$ cat config.mk
export PLATFORM = sky130hd
export DESIGN_NAME = key_debounce_click_hold_detector
export DESIGN_NICKNAME = d
export VERILOG_FILES = /design/src/rtl/core/kdch_pkg.sv /design/src/rtl/core/key_debounce_click_hold_detector.sv
export SDC_FILE = /design/constraint.sdc
export NUM_CORES = 1
export LEC_CHECK = 0
export ABC_AREA = 1
export BUFFER_PORTS_ARGS = -buffer_cell sky130_fd_sc_hd__buf_2
export CAP_MARGIN = 25
export CORE_ASPECT_RATIO = 0.9
export CORE_MARGIN = 4
export CORE_UTILIZATION = 60
export CTS_CLUSTER_SIZE = 40
export DETAILED_ROUTE_END_ITERATION = 6
export GPL_ROUTABILITY_DRIVEN = 0
export PLACE_DENSITY = 0.77
export SETUP_SLACK_MARGIN = 0.4
export SLEW_MARGIN = 20
export SYNTH_ARGS = -nofsm -noshare
export SYNTH_HDL_FRONTEND = slang
export SYNTH_SLANG_ARGS = --single-unit
$ cat constraint.sdc
create_clock -name clk -period 4.9 [get_ports clk]
set_input_delay 0.735 -clock clk [delete_from_list [all_inputs] [get_ports clk]]
set_output_delay 0.735 -clock clk [all_outputs]
set_load 0.05 [all_outputs]
$ cat src/rtl/core/kdch_pkg.sv
// Shared constants and types of the key debounce, click and hold detector.
package kdch_pkg;

	// fixed field widths
	localparam int KEY_PINS  = 3;
	localparam int KEY_W     = 2;
	localparam int KIND_W    = 3;
	localparam int STAMP_W   = 16;
	localparam int CFG_W     = 16;
	localparam int REG_IDX_W = 2;
	localparam int S_TDATA_W = 8;
	localparam int M_TDATA_W = 24;

	// event buffer for one tick
	localparam int MAX_EVENTS = 4;
	localparam int EV_CNT_W   = 3;

	// click tally
	localparam logic [1:0] MULTI_CLICK = 2'd2;
	localparam logic [1:0] TALLY_MAX   = 2'd3;

	// event kinds
	localparam logic [KIND_W-1:0] KIND_CLICK    = 3'd0;
	localparam logic [KIND_W-1:0] KIND_DOUBLE   = 3'd1;
	localparam logic [KIND_W-1:0] KIND_TRIPLE   = 3'd2;
	localparam logic [KIND_W-1:0] KIND_HOLDING  = 3'd3;
	localparam logic [KIND_W-1:0] KIND_RELEASED = 3'd4;

	// configuration register indexes
	localparam logic [REG_IDX_W-1:0] REG_HOLD_THRESHOLD = 2'd0;
	localparam logic [REG_IDX_W-1:0] REG_CLICK_WINDOW   = 2'd1;
	localparam logic [REG_IDX_W-1:0] REG_KEYS_IN_USE    = 2'd2;

	// configuration reset values
	localparam logic [CFG_W-1:0] HOLD_THRESHOLD_RST = 16'd100;
	localparam logic [CFG_W-1:0] CLICK_WINDOW_RST   = 16'd30;
	localparam logic [1:0]       KEYS_IN_USE_RST    = 2'd3;

	typedef struct packed {
		logic [KIND_W-1:0] kind;
		logic [KEY_W-1:0]  key;
	} event_t;

endpackage

$ cat src/rtl/core/key_debounce_click_hold_detector.sv
// Key debounce with click, multi-click and long-press detection, one shared counter unit.
//
//  channel | direction | handshake          | payload
//  --------+-----------+--------------------+-----------------------------------------
//  s_      | in        | s_tvalid/s_tready  | tdata: key_levels; tuser: pin_changed
//  m_      | out       | m_tvalid/m_tready  | tdata: key_index, tick_stamp; tuser: kind
//  cfg_    | in        | cfg_valid/cfg_ready| cfg_addr: register index; cfg_data: value
//
// A tick runs through accept, timer, click check, a hold pass over the scanned keys
// when any key is held, change check and, when the keys settled on a new pattern, a
// change pass over the scanned keys, then a drain that sends each event it caused;
// the shared saturating incrementer and comparators walk the keys. s_tready is high
// only between ticks.
// Reset clears all counters and flags; s_tready is high from reset on, as reset selects the idle state.
// A stalled m_ side holds the event in its output register and the drain waits.
module key_debounce_click_hold_detector #(
	parameter int NUM_KEYS   = 3,
	parameter int COUNT_BITS = 16
) (
	input  logic                                 clk,
	input  logic                                 arst_n,
	// s_tdata: [2:0] key_levels, [7:3] zero
	input  logic [kdch_pkg::S_TDATA_W-1:0]       s_tdata,
	// s_tuser: [0] pin_changed
	input  logic                                 s_tuser,
	input  logic                                 s_tvalid,
	output logic                                 s_tready,
	// m_tdata: [1:0] key_index, [17:2] tick_stamp, [23:18] zero
	output logic [kdch_pkg::M_TDATA_W-1:0]       m_tdata,
	// m_tuser: [2:0] event_kind
	output logic [kdch_pkg::KIND_W-1:0]          m_tuser,
	output logic                                 m_tlast,
	output logic                                 m_tvalid,
	input  logic                                 m_tready,
	input  logic                                 cfg_valid,
	output logic                                 cfg_ready,
	input  logic [kdch_pkg::REG_IDX_W-1:0]       cfg_addr,
	input  logic [kdch_pkg::CFG_W-1:0]           cfg_data
);

	localparam int SLOTS = (NUM_KEYS < kdch_pkg::KEY_PINS) ? NUM_KEYS : kdch_pkg::KEY_PINS;
	localparam logic [1:0] SCAN_CAP = 2'(SLOTS);
	localparam int CMP_W = (COUNT_BITS > kdch_pkg::CFG_W) ? COUNT_BITS : kdch_pkg::CFG_W;
	localparam logic [COUNT_BITS-1:0] CNT_MAX = {COUNT_BITS{1'b1}};
	localparam int PAD_W = kdch_pkg::M_TDATA_W - kdch_pkg::KEY_W - kdch_pkg::STAMP_W;
	localparam int EV_W = kdch_pkg::EV_CNT_W;

	localparam logic [2:0] ST_IDLE   = 3'd0;
	localparam logic [2:0] ST_TIMER  = 3'd1;
	localparam logic [2:0] ST_CLICK  = 3'd2;
	localparam logic [2:0] ST_HOLD   = 3'd3;
	localparam logic [2:0] ST_CHANGE = 3'd4;
	localparam logic [2:0] ST_KEYS   = 3'd5;
	localparam logic [2:0] ST_DRAIN  = 3'd6;

	logic [2:0]                       state_q;
	logic [1:0]                       k_q;
	logic [1:0]                       drain_q;
	logic [kdch_pkg::EV_CNT_W-1:0]    ev_cnt_q;
	logic [COUNT_BITS-1:0]            tick_q;
	logic [COUNT_BITS-1:0]            timer_q;
	logic [1:0]                       tally_q;
	logic [kdch_pkg::KEY_W-1:0]       click_key_q;
	logic [COUNT_BITS-1:0]            hold_q [SLOTS];
	logic                             any_held_q;
	logic                             change_q;
	logic [kdch_pkg::KEY_PINS-1:0]    prev_q;
	logic [kdch_pkg::KEY_PINS-1:0]    rep_q;
	logic [kdch_pkg::CFG_W-1:0]       thr_q;
	logic [kdch_pkg::CFG_W-1:0]       win_q;
	logic [1:0]                       kiu_q;
	logic                             m_valid_q;

	logic [kdch_pkg::KEY_PINS-1:0]    sample_q;
	logic [kdch_pkg::KEY_PINS-1:0]    diff_q;
	kdch_pkg::event_t                 ev_q [kdch_pkg::MAX_EVENTS];
	logic [kdch_pkg::KIND_W-1:0]      m_kind_q;
	logic [kdch_pkg::KEY_W-1:0]       m_key_q;
	logic [kdch_pkg::STAMP_W-1:0]     m_stamp_q;
	logic                             m_last_q;

	logic [1:0]                       scan;
	logic [1:0]                       k_next;
	logic                             k_last;
	logic [COUNT_BITS-1:0]            hold_sel;
	logic [COUNT_BITS-1:0]            op_a;
	logic [kdch_pkg::CFG_W-1:0]       op_b;
	logic [COUNT_BITS-1:0]            unit_inc;
	logic                             unit_gt;
	logic                             unit_eq;
	logic [CMP_W-1:0]                 tick_ext;
	logic                             push_en;
	kdch_pkg::event_t                 push_ev;
	logic                             hold_we;
	logic [COUNT_BITS-1:0]            hold_wd;
	logic                             out_load;
	logic [kdch_pkg::EV_CNT_W-1:0]    drain_next;
	logic                             drain_last;
	logic                             key_level;
	logic [kdch_pkg::KIND_W-1:0]      click_kind;

	assign s_tready  = (state_q == ST_IDLE);
	assign cfg_ready = 1'b1;
	assign m_tvalid  = m_valid_q;
	assign m_tuser   = m_kind_q;
	assign m_tlast   = m_last_q;
	assign m_tdata   = {{PAD_W{1'b0}}, m_stamp_q, m_key_q};

	assign scan     = (kiu_q < SCAN_CAP) ? kiu_q : SCAN_CAP;
	assign k_next   = k_q + 2'd1;
	assign k_last   = (k_next == scan);
	assign tick_ext = CMP_W'(tick_q);
	assign key_level = sample_q[k_q];

	always_comb begin
		hold_sel = '0;
		for (int i = 0; i < SLOTS; i++) begin
			if (k_q == 2'(i)) begin
				hold_sel = hold_q[i];
			end
		end
	end

	// shared unit: saturating increment, compare of the increment for equality,
	// compare of the operand for greater-than
	always_comb begin
		case (state_q)
			ST_TIMER, ST_CLICK: op_a = timer_q;
			default:            op_a = hold_sel;
		endcase
		op_b     = (state_q == ST_CLICK) ? win_q : thr_q;
		unit_inc = (op_a == CNT_MAX) ? op_a : op_a + COUNT_BITS'(1);
		unit_gt  = CMP_W'(op_a) > CMP_W'(op_b);
		unit_eq  = CMP_W'(unit_inc) == CMP_W'(op_b);
	end

	always_comb begin
		if (tally_q == kdch_pkg::TALLY_MAX) begin
			click_kind = kdch_pkg::KIND_TRIPLE;
		end else if (tally_q == kdch_pkg::MULTI_CLICK) begin
			click_kind = kdch_pkg::KIND_DOUBLE;
		end else begin
			click_kind = kdch_pkg::KIND_CLICK;
		end
	end

	always_comb begin
		push_en      = 1'b0;
		push_ev.kind = kdch_pkg::KIND_CLICK;
		push_ev.key  = k_q;
		hold_we      = 1'b0;
		hold_wd      = '0;
		case (state_q)
			ST_CLICK: begin
				if (tally_q != 2'd0 && unit_gt) begin
					push_en      = 1'b1;
					push_ev.kind = click_kind;
					push_ev.key  = click_key_q;
				end
			end
			ST_HOLD: begin
				if (hold_sel != '0) begin
					hold_we = 1'b1;
					hold_wd = unit_inc;
					if (unit_eq) begin
						push_en      = 1'b1;
						push_ev.kind = kdch_pkg::KIND_HOLDING;
					end
				end
			end
			ST_KEYS: begin
				if (diff_q[k_q]) begin
					if (hold_sel == '0 && !key_level) begin
						hold_we = 1'b1;
						hold_wd = COUNT_BITS'(1);
					end else if (key_level) begin
						hold_we = 1'b1;
						if (unit_gt) begin
							push_en      = 1'b1;
							push_ev.kind = kdch_pkg::KIND_RELEASED;
						end
					end
				end
			end
			default: ;
		endcase
	end

	assign drain_next = EV_W'(drain_q) + EV_W'(1);
	assign drain_last = (drain_next == ev_cnt_q);
	assign out_load   = (state_q == ST_DRAIN) && (ev_cnt_q != '0) && (!m_valid_q || m_tready);

	always_ff @(posedge clk or negedge arst_n) begin
		if (!arst_n) begin
			state_q     <= ST_IDLE;
			k_q         <= '0;
			drain_q     <= '0;
			ev_cnt_q    <= '0;
			tick_q      <= '0;
			timer_q     <= '0;
			tally_q     <= '0;
			click_key_q <= '0;
			for (int i = 0; i < SLOTS; i++) begin
				hold_q[i] <= '0;
			end
			any_held_q  <= 1'b0;
			change_q    <= 1'b0;
			prev_q      <= '1;
			rep_q       <= '1;
			thr_q       <= kdch_pkg::HOLD_THRESHOLD_RST;
			win_q       <= kdch_pkg::CLICK_WINDOW_RST;
			kiu_q       <= kdch_pkg::KEYS_IN_USE_RST;
			m_valid_q   <= 1'b0;
		end else begin
			if (cfg_valid) begin
				case (cfg_addr)
					kdch_pkg::REG_HOLD_THRESHOLD: thr_q <= cfg_data;
					kdch_pkg::REG_CLICK_WINDOW:   win_q <= cfg_data;
					kdch_pkg::REG_KEYS_IN_USE:    kiu_q <= cfg_data[1:0];
					default: ;
				endcase
			end

			if (push_en && ev_cnt_q < EV_W'(kdch_pkg::MAX_EVENTS)) begin
				ev_cnt_q <= ev_cnt_q + EV_W'(1);
			end

			if (hold_we) begin
				for (int i = 0; i < SLOTS; i++) begin
					if (k_q == 2'(i)) begin
						hold_q[i] <= hold_wd;
					end
				end
			end

			if (out_load) begin
				m_valid_q <= 1'b1;
			end else if (m_tready) begin
				m_valid_q <= 1'b0;
			end

			case (state_q)
				ST_IDLE: begin
					if (s_tvalid) begin
						change_q <= change_q | s_tuser;
						tick_q   <= tick_q + COUNT_BITS'(1);
						ev_cnt_q <= '0;
						state_q  <= ST_TIMER;
					end
				end
				ST_TIMER: begin
					timer_q <= unit_inc;
					state_q <= ST_CLICK;
				end
				ST_CLICK: begin
					if (push_en) begin
						timer_q <= '0;
						tally_q <= '0;
					end
					k_q     <= '0;
					state_q <= (any_held_q && scan != 2'd0) ? ST_HOLD : ST_CHANGE;
				end
				ST_HOLD: begin
					k_q <= k_next;
					if (k_last) begin
						state_q <= ST_CHANGE;
					end
				end
				ST_CHANGE: begin
					k_q     <= '0;
					drain_q <= '0;
					state_q <= ST_DRAIN;
					if (change_q) begin
						prev_q <= sample_q;
						if (prev_q == sample_q) begin
							change_q <= 1'b0;
							if (sample_q != rep_q) begin
								any_held_q <= 1'b0;
								rep_q      <= sample_q;
								if (scan != 2'd0) begin
									state_q <= ST_KEYS;
								end
							end
						end
					end
				end
				ST_KEYS: begin
					if (diff_q[k_q]) begin
						if (hold_sel == '0 && !key_level) begin
							any_held_q <= 1'b1;
						end else if (key_level && !unit_gt) begin
							// short press: count a click
							if (tally_q != kdch_pkg::TALLY_MAX) begin
								tally_q <= tally_q + 2'd1;
							end
							timer_q     <= '0;
							click_key_q <= k_q;
						end
					end else if (hold_sel != '0) begin
						any_held_q <= 1'b1;
					end
					k_q <= k_next;
					if (k_last) begin
						state_q <= ST_DRAIN;
					end
				end
				ST_DRAIN: begin
					if (ev_cnt_q == '0) begin
						state_q <= ST_IDLE;
					end else if (out_load) begin
						drain_q <= drain_next[1:0];
						if (drain_last) begin
							state_q <= ST_IDLE;
						end
					end
				end
				default: state_q <= ST_IDLE;
			endcase
		end
	end

	// payload registers
	always_ff @(posedge clk) begin
		if (state_q == ST_IDLE && s_tvalid) begin
			sample_q <= s_tdata[kdch_pkg::KEY_PINS-1:0];
		end
		if (state_q == ST_CHANGE) begin
			diff_q <= sample_q ^ rep_q;
		end
		if (push_en && ev_cnt_q < EV_W'(kdch_pkg::MAX_EVENTS)) begin
			ev_q[ev_cnt_q[1:0]] <= push_ev;
		end
		if (out_load) begin
			m_kind_q  <= ev_q[drain_q].kind;
			m_key_q   <= ev_q[drain_q].key;
			m_stamp_q <= tick_ext[kdch_pkg::STAMP_W-1:0];
			m_last_q  <= drain_last;
		end
	end

endmodule

### Yosys cells after proc, flatten, opt, wreduce, memory -nomap -nowiden

Memories as Yosys holds them, arrays and structs flattened. A register that Yosys moved wholly into a read port is not among the register bits.
Cells that the tools add are included.

* reductions and logical operators: 47
* order comparisons: 4
* muxes and demuxes: 84
* bitwise operators: 3
* eq/ne operators: 36
* add/subtract/negate cells: 6

Operators by type and width (count)
* 16-bit 2-to-1 mux: 11
* 16-bit case mux with 3 select lines: 1
* 3-bit 2-to-1 mux: 15
* 16-bit by 1-bit adder with 16-bit output, second input constant: 2
* 16-bit case mux with 2 select lines: 1
* 2-bit 2-to-1 mux: 15
* 1-bit 2-to-1 mux: 29
* 2-bit != test, second input constant: 14
* 3-bit case mux with 7 select lines: 1
* 2-bit AND reduction: 9
* 16-bit equality test: 1
* 16-bit equality test, second input constant: 1
* 16-bit greater-than comparator: 1
* 16-bit zero test: 1
* 16-bit nonzero test: 1
* 2-bit nonzero test: 8
* 2-bit case mux with 2 select lines: 3
* 6-bit AND reduction: 2
* 5-bit AND reduction: 2
* 3-bit equality test, second input constant: 3
* 3-bit case mux with 3 select lines: 1
* 2-bit equality test, second input constant: 4
* 1-bit logical AND: 8
* 4-bit AND reduction: 2
* other kinds (28): 44

* register bits after elaboration: 160
* input bits: 32
* word-level logic and storage cells: 204
* output and inout bits: 31
* RAM bits: 20
* memories: 1

Memories
* ev_q: words 4, bits a word 5, rd ports 1, clocked after memory_dff 1, wr ports 1, RTL line key_debounce_click_hold_detector.sv:76 `kdch_pkg::event_t ev_q [kdch_pkg::MAX_EVENTS];`

### Depth between registers and ports, before layout

Gate-level depths: netlist of run 1.

* depth in word-level cells: 15
* mapped depth: 28
* depth with buffers taken out: 27

### Least setup slack after synthesis of run 1

Ideal clock, no wire load.

* kind: flip-flop to flip-flop
* start point: register k_q[0]
* end point: memory ev_q[2][0] (netlist bit) (enable)
* data required time: 4561 ps
* cell stages (with the launch flop): 23
* clock period less this slack: 3676 ps
* library setup time: 339 ps
* setup slack: 1224 ps
* buffers on the path: 1
* arrival time: 3337 ps
* path through: dfrtp_1 > inv_1 > ha_1 > inv_2 > buf_2 > or2_2 > nand3_1 > nand2_1 > ha_1 > inv_1 > nor2_1 > nor2_1 > o21ai_0 > nand2_1 > o211ai_1 > nand2_1 > o2111ai_1 > nand2_1 > nor3_1 > nor2_1 > nand2_2 > nand2_2 > nor2_1

* word-level cells in the longest chain between the ends: 14
* elaborated cells between the ends (all ways): 32
* those cells by class: add/sub (1); order compare (1); eq/ne (4); mux (19); reduce/logical (7)

RTL lines
* from (decl): RTL line key_debounce_click_hold_detector.sv:57 `logic [1:0] k_q;`
* from (signal assigned): RTL line key_debounce_click_hold_detector.sv:264 `k_q <= k_next;`
* from (signal assigned): RTL line key_debounce_click_hold_detector.sv:302 `k_q <= k_next;`
* 2-bit zero test: RTL line key_debounce_click_hold_detector.sv:118 `if (k_q == 2'(i)) begin`
* 16-bit 2-to-1 mux (3 in a row): RTL line key_debounce_click_hold_detector.sv:118
* 16-bit 2-to-1 mux: RTL line key_debounce_click_hold_detector.sv:127 `case (state_q)`
* 16-bit by 1-bit adder with 16-bit output, or another cell as far along: RTL line key_debounce_click_hold_detector.sv:132 `unit_inc = (op_a == CNT_MAX) ? op_a : op_a + COUNT_BITS'(1);`
* 16-bit 2-to-1 mux or 1-bit 2-to-1 mux (tied branches): RTL line key_debounce_click_hold_detector.sv:132, key_debounce_click_hold_detector.sv:178
* 16-bit equality test or 1-bit 2-to-1 mux (tied branches): RTL line key_debounce_click_hold_detector.sv:134, key_debounce_click_hold_detector.sv:176
* 1-bit 2-to-1 mux (on tied branches): RTL line key_debounce_click_hold_detector.sv:165, key_debounce_click_hold_detector.sv:173
* 1-bit 2-to-1 mux (on tied branches): RTL line key_debounce_click_hold_detector.sv:162, key_debounce_click_hold_detector.sv:172
* 1-bit case mux with 3 select lines (*): RTL line key_debounce_click_hold_detector.sv:153 `case (state_q)`
* 1-bit logical AND (*): RTL line key_debounce_click_hold_detector.sv:330 `if (push_en && ev_cnt_q < EV_W'(kdch_pkg::MAX_EVENTS)) begin`
* 1-bit 2-to-1 mux (*): RTL line key_debounce_click_hold_detector.sv:330
* 1-bit 2-to-1 mux (implied by the code) (*): RTL line key_debounce_click_hold_detector.sv:331 `ev_q[ev_cnt_q[1:0]] <= push_ev;`
* to (decl): RTL line key_debounce_click_hold_detector.sv:76

Every way passes the cells marked *; elsewhere a longest branch is shown, timed or not. The select of a mux whose other input is x is not followed.

### Worst setup path after layout of run 1

* start point: register k_q[0]
* end point: memory ev_q[0][2] (netlist bit) (enable)

The elaborated chain is that of the path after synthesis.

==> flow_summary_export.csv, run 1 <==
group,metric,value,unit
cells_and_area,area_delta_synth_final,10.41,%
cells_and_area,final_common_cell,"nand2_1",
route,drt_wl_total,22.56,mm
timing,hold_violations,0,
critical_path,path_cells,"inv_1 > ha_1 > buf_4 > nand3_1 > nand2_1 > nand3_1 > nand2_1 > ha_2 > nand3_4 > nor2_4 > nand2_4 > nand2_1 > nand2_1 > inv_1 > nor2_1 > nor2_1 > nand3_1 > nor2_1 > nand2_2 > nand2_2 > nand2_2 > nor2_4",
grt,grt_pass1_vias,7398,
cts,cts_hold_buf,0,
critical_path,cpMostUsedCell,"nand2_1",
cells_and_area,final_cell_mix,"nand2_1 (380), dfrtp_1 (122), o21ai_0 (120), inv_1 (97), nor2_1 (80)",
critical_path,rr_worst_depth,22,
critical_path,r2r_slack,0.70,ns
cts,cts-buffers-inserted,17,
timing,period_needed,4.195,ns
cts,cts_tree,"yes",
grt,grt_max_degree,106,
timing,setup_viol,0,
timing,slew_violations,0,
floorplanning,die_area,18920,um^2
cts,post_cts_buffers,0,
critical_path,cp-end-kind,"flop",
floorplanning,die_w,144.6,um
synth,ys_seq_elements,185,
cts,numClockSinks,185,
cts,cts_max_level,4,
grt,grt_usage,0.2451,
run_status,status,"completed",
grt,grt-ovfl-total,0,
timing,min_period_over_period,0.8561,
floorplanning,die_h,130.9,um
floorplanning,num_rows,44,
synth,synth_area,10070,um^2
critical_path,crit_path_start,"k_q[0]",
cts,cts_resized,0,
critical_path,r2r-end,"ev_q[0][2]",
cells_and_area,nets,1320,
pwr,powerDensity,547.6,nW/um^2
timing,fmax,0.2384,GHz
cts,cts.path.max_buffers,2,
critical_path,cpPeakStageDelay,0.47,ns
cts,cts-root-buf,"clkbuf_16",
critical_path,critical_path_arrival,4.32,ns
cells_and_area,nFillCells,1306,
synth,synth-edff-count,48,
critical_path,timing.rr.start,"k_q[0]",
cts,clock_latency,0.43,ns
pwr,max-vdd-ir-drop,375.8,uV
synth,synth_cell_types,49,
floorplanning,io_pins,63,
critical_path,cp_data_required_time,5.03,ns
route,routed-via-count,8180,
timing,fin_hold_ws,0.2354,ns
synth,dominantRegCellSynth,"dfrtp_1",
timing,slew_headroom,0.3878,
route,antenna_left,0,
place,place_hpwl,15.59,mm
place,numPortBuffers,50,
route,routedWlPerCell,15.26,um
worst_hold_path,hold_class,"in -> async",
timing,finClkSkew,0.009574,ns
critical_path,worstPathMaxFanout,21,
pwr,p_int,3432,uW
grt,grt_antenna_before_repair,0,
grt,grt_pass1_wl,36.78,mm
cells_and_area,multi_input_area,4572,um^2
critical_path,startpoint_type,"flop",
synth,async_flop_share,0.7405,
critical_path,cp_slowest_cell,"dfrtp_1",
synth,ys_seq_area_frac,0.4855,
timing,worst_pin_slew,0.9173,ns
cells_and_area,diodes,0,
pwr,p_leak,0.005313,uW
route,drtIter0Drc,818,
synth,avgSynthCellArea,8.281,um^2
critical_path,cp-endpoint,"ev_q[0][2]",
route,routed_via_density,5.531,
cells_and_area,regArea,4888,um^2
cells_and_area,post-route-util,0.6823,
timing,tns,0,ns
cts,path_clk_slew,0.07,ns
pwr,pwr-share-clk,0.232,
critical_path,path_class,"reg -> reg",
pwr,power,6089,uW
pwr,p_comb_frac,0.430,
pwr,power.share.sequential,0.338,
run,max_cap_viol_count,0,
synth,synth_cells,1216,
route,drc,0,
route,drtPass1Iterations,6,
floorplanning,initial_core_util,0.6179,
floorplanning,fp.coreArea,16300,um^2
pwr,swShare,0.4363,
pwr,p_sw,2656,uW
synth,ys_warn_count,0,
cells_and_area,drive_gt1_frac,0.1494,
timing,grt_setup_unrepaired,"no",
## power groups by stage
stage | Sequential [uW] | Combinational (uW) | Clock (uW)
2_1_floorplan | 2070 | 2000 | 0
3_3_place_gp | 2080 | 2460 | 0
3_5_place_dp | 2080 | 2530 | 0
4_1_cts | 2060 | 2550 | 1430
5_1_grt | 2090 | 2920 | 1500
6_report | 2060 | 2620 | 1410
## routing by layer
| metal | global-route usage | vias up | share of wire |
|---|---|---|---|
| li1 | - | 4047 | - |
| met2 | 0.3648 | 269 | 0.45 |
| met5 | 0 | - | 0 |
| met3 | 0.04658 | 39 | 0.054 |
| met1 | 0.3705 | 3825 | 0.48 |
| met4 | 0.06747 | 0 | 0.017 |
## flip-flops by register name (all words and copies together), names as in the netlist, 16 cells and up
register   flops
ev_q          20
timer_q       16
hold_q        48
tick_ext      16
win_q         16
m_stamp_q     16
thr_q         16
## per-stage QoR
step | cells | area (um^2) | setup WS (ns)
6_report | 1479 | 11120 | 0.7050
5_1_grt | 1479 | 11120 | 0.3917
4_1_cts | 1476 | 11010 | 0.4218
3_5_place_dp | 1444 | 10400 | 0.4431
3_3_place_gp | 1444 | 10400 | 0.5858
2_1_floorplan | 1221 | 10090 | 1.224
## final cells by class
cell class,count,share of cell area
clock buffer,18,0.03860
timing repair buffer,62,0.03432
inverter,108,0.03669
tap,207,0.02329
multi-input combinational,885,0.4112
sequential,185,0.4397
clock inverter,14,0.01621
## how the worst min path moves through the flow
| stage | to | startpoint | slack [ns] |
|---|---|---|---|
| floorplan | any_held_q | arst_n | 0.44 |
| CTS | sample_q[2] | s_tdata[2] | 0.46 |
| detailed placement | hold_q[42] | hold_q[42] | 0.46 |
| finish | win_q[9] | arst_n | 0.24 |
| global route | win_q[9] | arst_n | 0.26 |
| global placement | hold_q[42] | hold_q[42] | 0.45 |
## critical path, delay by kind of cell, from the launching register on
kind          cells  cell delay (ns)
simple gates     17             2.25
buf+inv           3             0.61
fa+ha+maj         2             0.56
flops             1             0.47
## cell usage after synthesis, types with 6 or more instances
library cell	n	area share
mux2i_1	9	0.0089
buf_2	11	0.0055
o22ai_1	6	0.0037
dfrtp_1	122	0.30
ha_1	29	0.036
buf_4	11	0.0082
inv_1	97	0.036
xnor2_1	13	0.011
nor3_1	6	0.0030
nor2_1	85	0.032
o21ai_0	120	0.060
o21ai_2	16	0.014
nand2_1	380	0.14
inv_2	8	0.0030
buf_6	7	0.0078
xor2_1	18	0.016
nand4_1	15	0.0093
clkbuf_1	14	0.0052
dfstp_2	15	0.039
or2_2	19	0.012
edfxtp_1	48	0.14
nand3_1	73	0.036
a21oi_1	30	0.015
nand2_2	14	0.0087
## kinds of logic after synthesis
group,Yosys count,synth area share
buffers and inverters,151,0.06722
xor gates and xnor gates,31,0.02696
adders and majority gates,29,0.03603
other,2,0.0007458
and+or+nand+nor,621,0.2706
muxes,9,0.008947
DFF,185,0.4855
AOI/OAI and AO/OA,188,0.1040
Power figures use the tool's default switching activity.
==> run 2, diff against run 1 <==
--- a/config.mk
+++ b/config.mk
@@ -10,11 +10,13 @@
 export CAP_MARGIN = 25
 export CORE_ASPECT_RATIO = 0.9
 export CORE_MARGIN = 4
-export CORE_UTILIZATION = 60
+export CORE_UTILIZATION = 45
+export CTS_BUF_LIST = sky130_fd_sc_hd__clkbuf_4 sky130_fd_sc_hd__clkbuf_8 sky130_fd_sc_hd__clkbuf_16
 export CTS_CLUSTER_SIZE = 40
 export DETAILED_ROUTE_END_ITERATION = 6
 export GPL_ROUTABILITY_DRIVEN = 0
-export PLACE_DENSITY = 0.77
+export GPL_TIMING_DRIVEN = 0
+export PLACE_DENSITY = 0.6
 export SETUP_SLACK_MARGIN = 0.4
 export SLEW_MARGIN = 20
 export SYNTH_ARGS = -nofsm -noshare
==> flow_summary_export.csv, run 2 (synthesis results as in run 1) <==
group,metric,value,unit
run_status,status,"completed",
place,dp_cells,1563,
critical_path,crit_path_start,"k_q[0]",
cts,cts_tree,"yes",
grt,grt_pass1_vias,7611,
cts,numClockSinks,185,
critical_path,timing.rr.start,"k_q[0]",
floorplanning,die_w,165.7,um
critical_path,r2r_slack,0.70,ns
critical_path,startpoint_type,"flop",
timing,hold_violations,0,
cells_and_area,post-route-util,0.5270,
timing,slew_headroom,0.4159,
timing,finClkSkew,0.01575,ns
cts,cts-buffers-inserted,17,
timing,min_period_over_period,0.8562,
critical_path,critical_path_arrival,4.34,ns
cells_and_area,area_delta_synth_final,14.21,%
cells_and_area,regMostFlops,"hold_q",
critical_path,cp-end-kind,"flop",
grt,met2_usage,0.3078,
cts,clock_latency,0.45,ns
cts,cts.path.max_buffers,2,
timing,setup_viol,0,
grt,grt_pass1_wl,40.14,mm
pwr,p_leak,0.005420,uW
worst_hold_path,hold_class,"in -> async",
floorplanning,die_h,149.9,um
cells_and_area,nets,1354,
critical_path,r2r-end,"ev_q[3][2]",
grt,grt_usage,0.2003,
cells_and_area,final_common_cell,"nand2_1",
timing,tns,0,ns
cells_and_area,diodes,0,
grt,grt-busiest-layer,"met2",
route,antenna_left,0,
cts,cts-root-buf,"clkbuf_16",
critical_path,cp_data_required_time,5.04,ns
critical_path,path_class,"reg -> reg",
critical_path,rr_worst_depth,25,
route,drc,0,
cells_and_area,largest_register_ffs,48,
floorplanning,die_area,24840,um^2
grt,met1_usage,0.2953,
route,drtPass1Iterations,5,
floorplanning,initial_core_util,0.4614,
timing,worst_pin_slew,0.8751,ns
grt,grt_max_degree,77,
timing,slew_violations,0,
route,routed-via-count,8136,
floorplanning,num_rows,51,
cells_and_area,drive_gt1_frac,0.1700,
route,routed_via_density,5.095,
pwr,max-vdd-ir-drop,270.8,uV
place,numPortBuffers,50,
critical_path,worstPathMaxFanout,10,
timing,grt_setup_unrepaired,"no",
place,place_hpwl,18.60,mm
timing,fmax,0.2383,GHz
grt,grt-ovfl-total,0,
cts,path_clk_slew,0.08,ns
grt,grt_antenna_before_repair,0,
route,drtIter0Drc,624,
floorplanning,fp.coreArea,21820,um^2
floorplanning,io_pins,63,
cells_and_area,final_cell_mix,"nand2_1 (378), dfrtp_1 (120), o21ai_0 (119), inv_1 (95), nor2_1 (80)",
run,max_cap_viol_count,0,
pwr,powerDensity,549.2,nW/um^2
route,drt_wl_total,24.85,mm
timing,period_needed,4.196,ns
cells_and_area,finalNonFillerCells,1597,
route,routedWlPerCell,15.56,um
grt,grt_use_met3,0.03566,
cts,cts_max_level,4,
==> run 2: cell count changes in the layout (fill, tap and decap cells not counted), sizes merged <==
cell and delta:
inv +5, clkbuf +14, bufinv -1, buf +19, clkinv -3
==> run 2: power breakdown <==
group          switching, uW  total [uW]  internal, uW
clock                    748        1470           721
sequential               183        2060          1870
combinational           1880        2790           911
==> run 2: metal layers <==
metal,part of all wire,wire length [um]
met1,0.50,12340
met2,0.44,10940
met3,0.046,1143
met4,0.017,426
met5,0,0
==> run 2: cell type report <==
cell class / count / area, um^2
Multi-Input combinational cell: 885 / 4619
Clock buffer: 17 / 425.4
Sequential cell: 185 / 4891
Tap cell: 291 / 364.1
Buffer: 43 / 272.8
Timing Repair Buffer: 53 / 302.8
Inverter: 108 / 410.4
Clock inverter: 15 / 215.2
Fill cell: 2099 / 10320
==> run 2: repair_timing <==
item                                    CTS  global route
gates resized for setup                  13            17
cloned                                    0             0
endpoints found under the setup margin   40            38
pin swaps                                 0             3
setup buffers                             0             2
hold buffers                              0             0
==> run 2: worst max path at each step <==
| stage | slack, ns | end |
|---|---|---|
| detailed placement | -0.21 | ev_q[3][1] |
| floorplan | 1.22 | ev_q[2][0] |
| global placement | -0.14 | ev_q[3][2] |
| finish | 0.70 | ev_q[3][2] |
| CTS | 0.41 | ev_q[3][1] |
| global route | 0.40 | ev_q[2][2] |
==> run 2: per-stage QoR <==
stage               setup WS [ns]  power, uW  area (um^2)  hold slack [ns]
finish                     0.7044       6316        11500           0.2133
global route               0.4019       6797        11500           0.2514
CTS                        0.4053       6315        11430           0.2336
detailed placement        -0.2083       4807        10740           0.4612
global placement          -0.1356       4775        10700           0.4579
floorplan                   1.224       4072        10090           0.4394
==> run 2: worst max-delay path, stage by stage, from the launching register on <==
cell and delay [ns]:
dfrtp_2 0.49, inv_4 0.09, ha_1 0.24, buf_4 0.19, clkbuf_4 0.20, nand2_1 0.08, nand2_1 0.05, nand3_1 0.11
nand2_1 0.10, nand2_1 0.08, nand2_1 0.12, ha_1 0.33, nand2_1 0.05, inv_1 0.06, nand3_1 0.11, nor3_2 0.21
nand2_1 0.10, o2111ai_1 0.14, nand2_2 0.18, nor2_1 0.13, nand2_1 0.12, inv_1 0.12, nor2_1 0.09, nand2_2 0.14
nand2_4 0.12, nor2_4 0.23
==> run 3, diff against run 2 <==
--- a/config.mk
+++ b/config.mk
@@ -9,7 +9,7 @@
 export BUFFER_PORTS_ARGS = -buffer_cell sky130_fd_sc_hd__buf_2
 export CAP_MARGIN = 25
 export CORE_ASPECT_RATIO = 0.9
-export CORE_MARGIN = 4
+export CORE_MARGIN = 2
 export CORE_UTILIZATION = 45
 export CTS_BUF_LIST = sky130_fd_sc_hd__clkbuf_4 sky130_fd_sc_hd__clkbuf_8 sky130_fd_sc_hd__clkbuf_16
 export CTS_CLUSTER_SIZE = 40
@@ -17,6 +17,7 @@
 export GPL_ROUTABILITY_DRIVEN = 0
 export GPL_TIMING_DRIVEN = 0
 export PLACE_DENSITY = 0.6
+export REMOVE_ABC_BUFFERS = 1
 export SETUP_SLACK_MARGIN = 0.4
 export SLEW_MARGIN = 20
 export SYNTH_ARGS = -nofsm -noshare
==> flow_summary_export.csv, run 3 (synthesis results as in run 1) <==
group,metric,value,unit
cells_and_area,largest_register_ffs,48,
cells_and_area,regMostFlops,"hold_q",
place,dp_cells,1521,
grt,met2_usage,0.3013,
run,max_cap_viol_count,0,
cells_and_area,nFillCells,2139,
critical_path,crit_family,"simple AND/OR/NAND/NOR gates",
grt,grt-busiest-layer,"met1",
timing,finClkSkew,0.01948,ns
grt,grt_max_degree,90,
floorplanning,die_area,23590,um^2
timing,min_period_over_period,0.8569,
cells_and_area,final_cell_mix,"nand2_1 (378), dfrtp_1 (121), o21ai_0 (120), inv_1 (93), nor2_1 (80)",
critical_path,path_cells,"inv_4 > ha_4 > buf_8 > inv_4 > or2_2 > nand3_1 > nand2_2 > ha_1 > inv_1 > nor2_1 > nor2_1 > o21ai_0 > nand2_1 > o211ai_1 > nand2_1 > o2111ai_1 > nand2_1 > nor2_1 > nand2_1 > inv_1 > nor2_1 > nand2_2 > nand2_2 > nor2_4",
run_status,status,"completed",
grt,grt_use_met3,0.03477,
timing,period_needed,4.199,ns
grt,grt_pass1_vias,7323,
cts,cts_tree,"yes",
grt,met1_usage,0.3060,
cells_and_area,regArea,4890,um^2
pwr,max-vdd-ir-drop,327.0,uV
cells_and_area,diodes,0,
cts,cts-buffers-inserted,17,
pwr,powerDensity,542.7,nW/um^2
critical_path,cp_slowest_cell,"dfrtp_2",
route,routed-via-count,7846,
cts,path_clk_slew,0.07,ns
floorplanning,die_w,161.7,um
cts,clock_latency,0.43,ns
floorplanning,die_h,145.9,um
grt,grt_pass1_wl,37.85,mm
critical_path,timing.rr.start,"k_q[0]",
cells_and_area,finalNonFillerCells,1559,
floorplanning,io_pins,63,
grt,grt_usage,0.2015,
critical_path,crit_buf_inv,5,
worst_hold_path,hold_class,"in -> async",
route,antenna_left,0,
route,routedWlPerCell,14.85,um
place,numPortBuffers,50,
floorplanning,num_rows,51,
critical_path,r2r-end,"ev_q[0][4]",
cells_and_area,area_delta_synth_final,12.09,%
timing,slew_headroom,0.5483,
floorplanning,initial_core_util,0.4614,
critical_path,r2r_slack,0.70,ns
timing,setup_viol,0,
route,drtIter0Drc,437,
timing,worst_pin_slew,0.6733,ns
route,drc,0,
timing,fmax,0.2382,GHz
critical_path,cp_data_required_time,5.02,ns
timing,tns,0,ns
route,routed_via_density,5.033,
grt,grt_antenna_before_repair,0,
route,drtPass1Iterations,5,
cells_and_area,final_common_cell,"nand2_1",
grt,grt-ovfl-total,0,
critical_path,path_class,"reg -> reg",
timing,slew_violations,0,
cells_and_area,nets,1316,
critical_path,rr_worst_depth,24,
critical_path,cpPeakStageDelay,0.49,ns
cts,cts_max_level,4,
critical_path,path_depth,24,
critical_path,cp-end-kind,"flop",
cts,cts-root-buf,"clkbuf_16",
cts,numClockSinks,185,
critical_path,critical_path_arrival,4.32,ns
timing,fin_hold_ws,0.1901,ns
cells_and_area,multi_input_area,4641,um^2
pwr,p_leak,0.005282,uW
critical_path,startpoint_type,"flop",
cells_and_area,drive_gt1_frac,0.1562,
timing,grt_setup_unrepaired,"no",
place,place_hpwl,16.02,mm
timing,hold_violations,0,
floorplanning,fp.coreArea,21820,um^2
critical_path,worstPathMaxFanout,19,
pwr,power,6126,uW
cts,cts.path.max_buffers,2,
route,drt_wl_total,23.15,mm
==> run 3: through the flow <==
| stage | instance area, um^2 | setup slack (ns) | utilization |
|---|---|---|---|
| 6_report | 11290 | 0.7013 | 0.5172 |
| 5_1_grt | 11290 | 0.4232 | 0.5172 |
| 4_1_cts | 11170 | 0.4775 | 0.5120 |
| 3_5_place_dp | 10490 | -0.4211 | 0.4806 |
| 3_3_place_gp | 10430 | -0.7468 | 0.4781 |
| 2_1_floorplan | 9819 | 0.9077 | - |
==> run 3: area by class of cell <==
type                    count  share of cell area
clock inverters            15             0.01452
flip-flops and latches    185              0.4332
clock buffers              17             0.03769
multi-input cells         885              0.4112
inverters                 108             0.03824
repair buffers             57             0.03226
repair inverters            1           0.0006651
well taps                 291             0.03226
==> run 3: how the worst max path moves through the flow <==
stage,start,to,slack (ns)
after floorplan,k_q[0],ev_q[2][0],0.91
after global placement,k_q[0],ev_q[2][4],-0.75
after detailed placement,k_q[1],ev_q[3][4],-0.42
after CTS,k_q[0],ev_q[1][2],0.48
after global routing,k_q[0],ev_q[0][4],0.42
final,k_q[0],ev_q[0][4],0.70
==> run 3: routing by layer <==
| metal | wire length (um) | vias to the layer above |
|---|---|---|
| li1 | - | 4033 |
| met1 | 11810 | 3658 |
| met2 | 10160 | 143 |
| met3 | 935 | 12 |
| met4 | 246 | 0 |
| met5 | 0 | - |
==> run 3: what timing repair did <==
item,4_1_cts,5_1_grt
setup endpoints to repair,98,69
gates cloned,0,1
hold buffers,0,0
buffers inserted,0,3
pin swaps,0,2
resized for setup,22,13
==> run 3: report_power, final <==
group / leakage, uW / switching (uW) / total (uW) / internal [uW]
Clock: 0.000283 / 653 / 1380 / 724
Sequential: 0.00222 / 190 / 2060 / 1870
Combinational: 0.00277 / 1850 / 2690 / 839
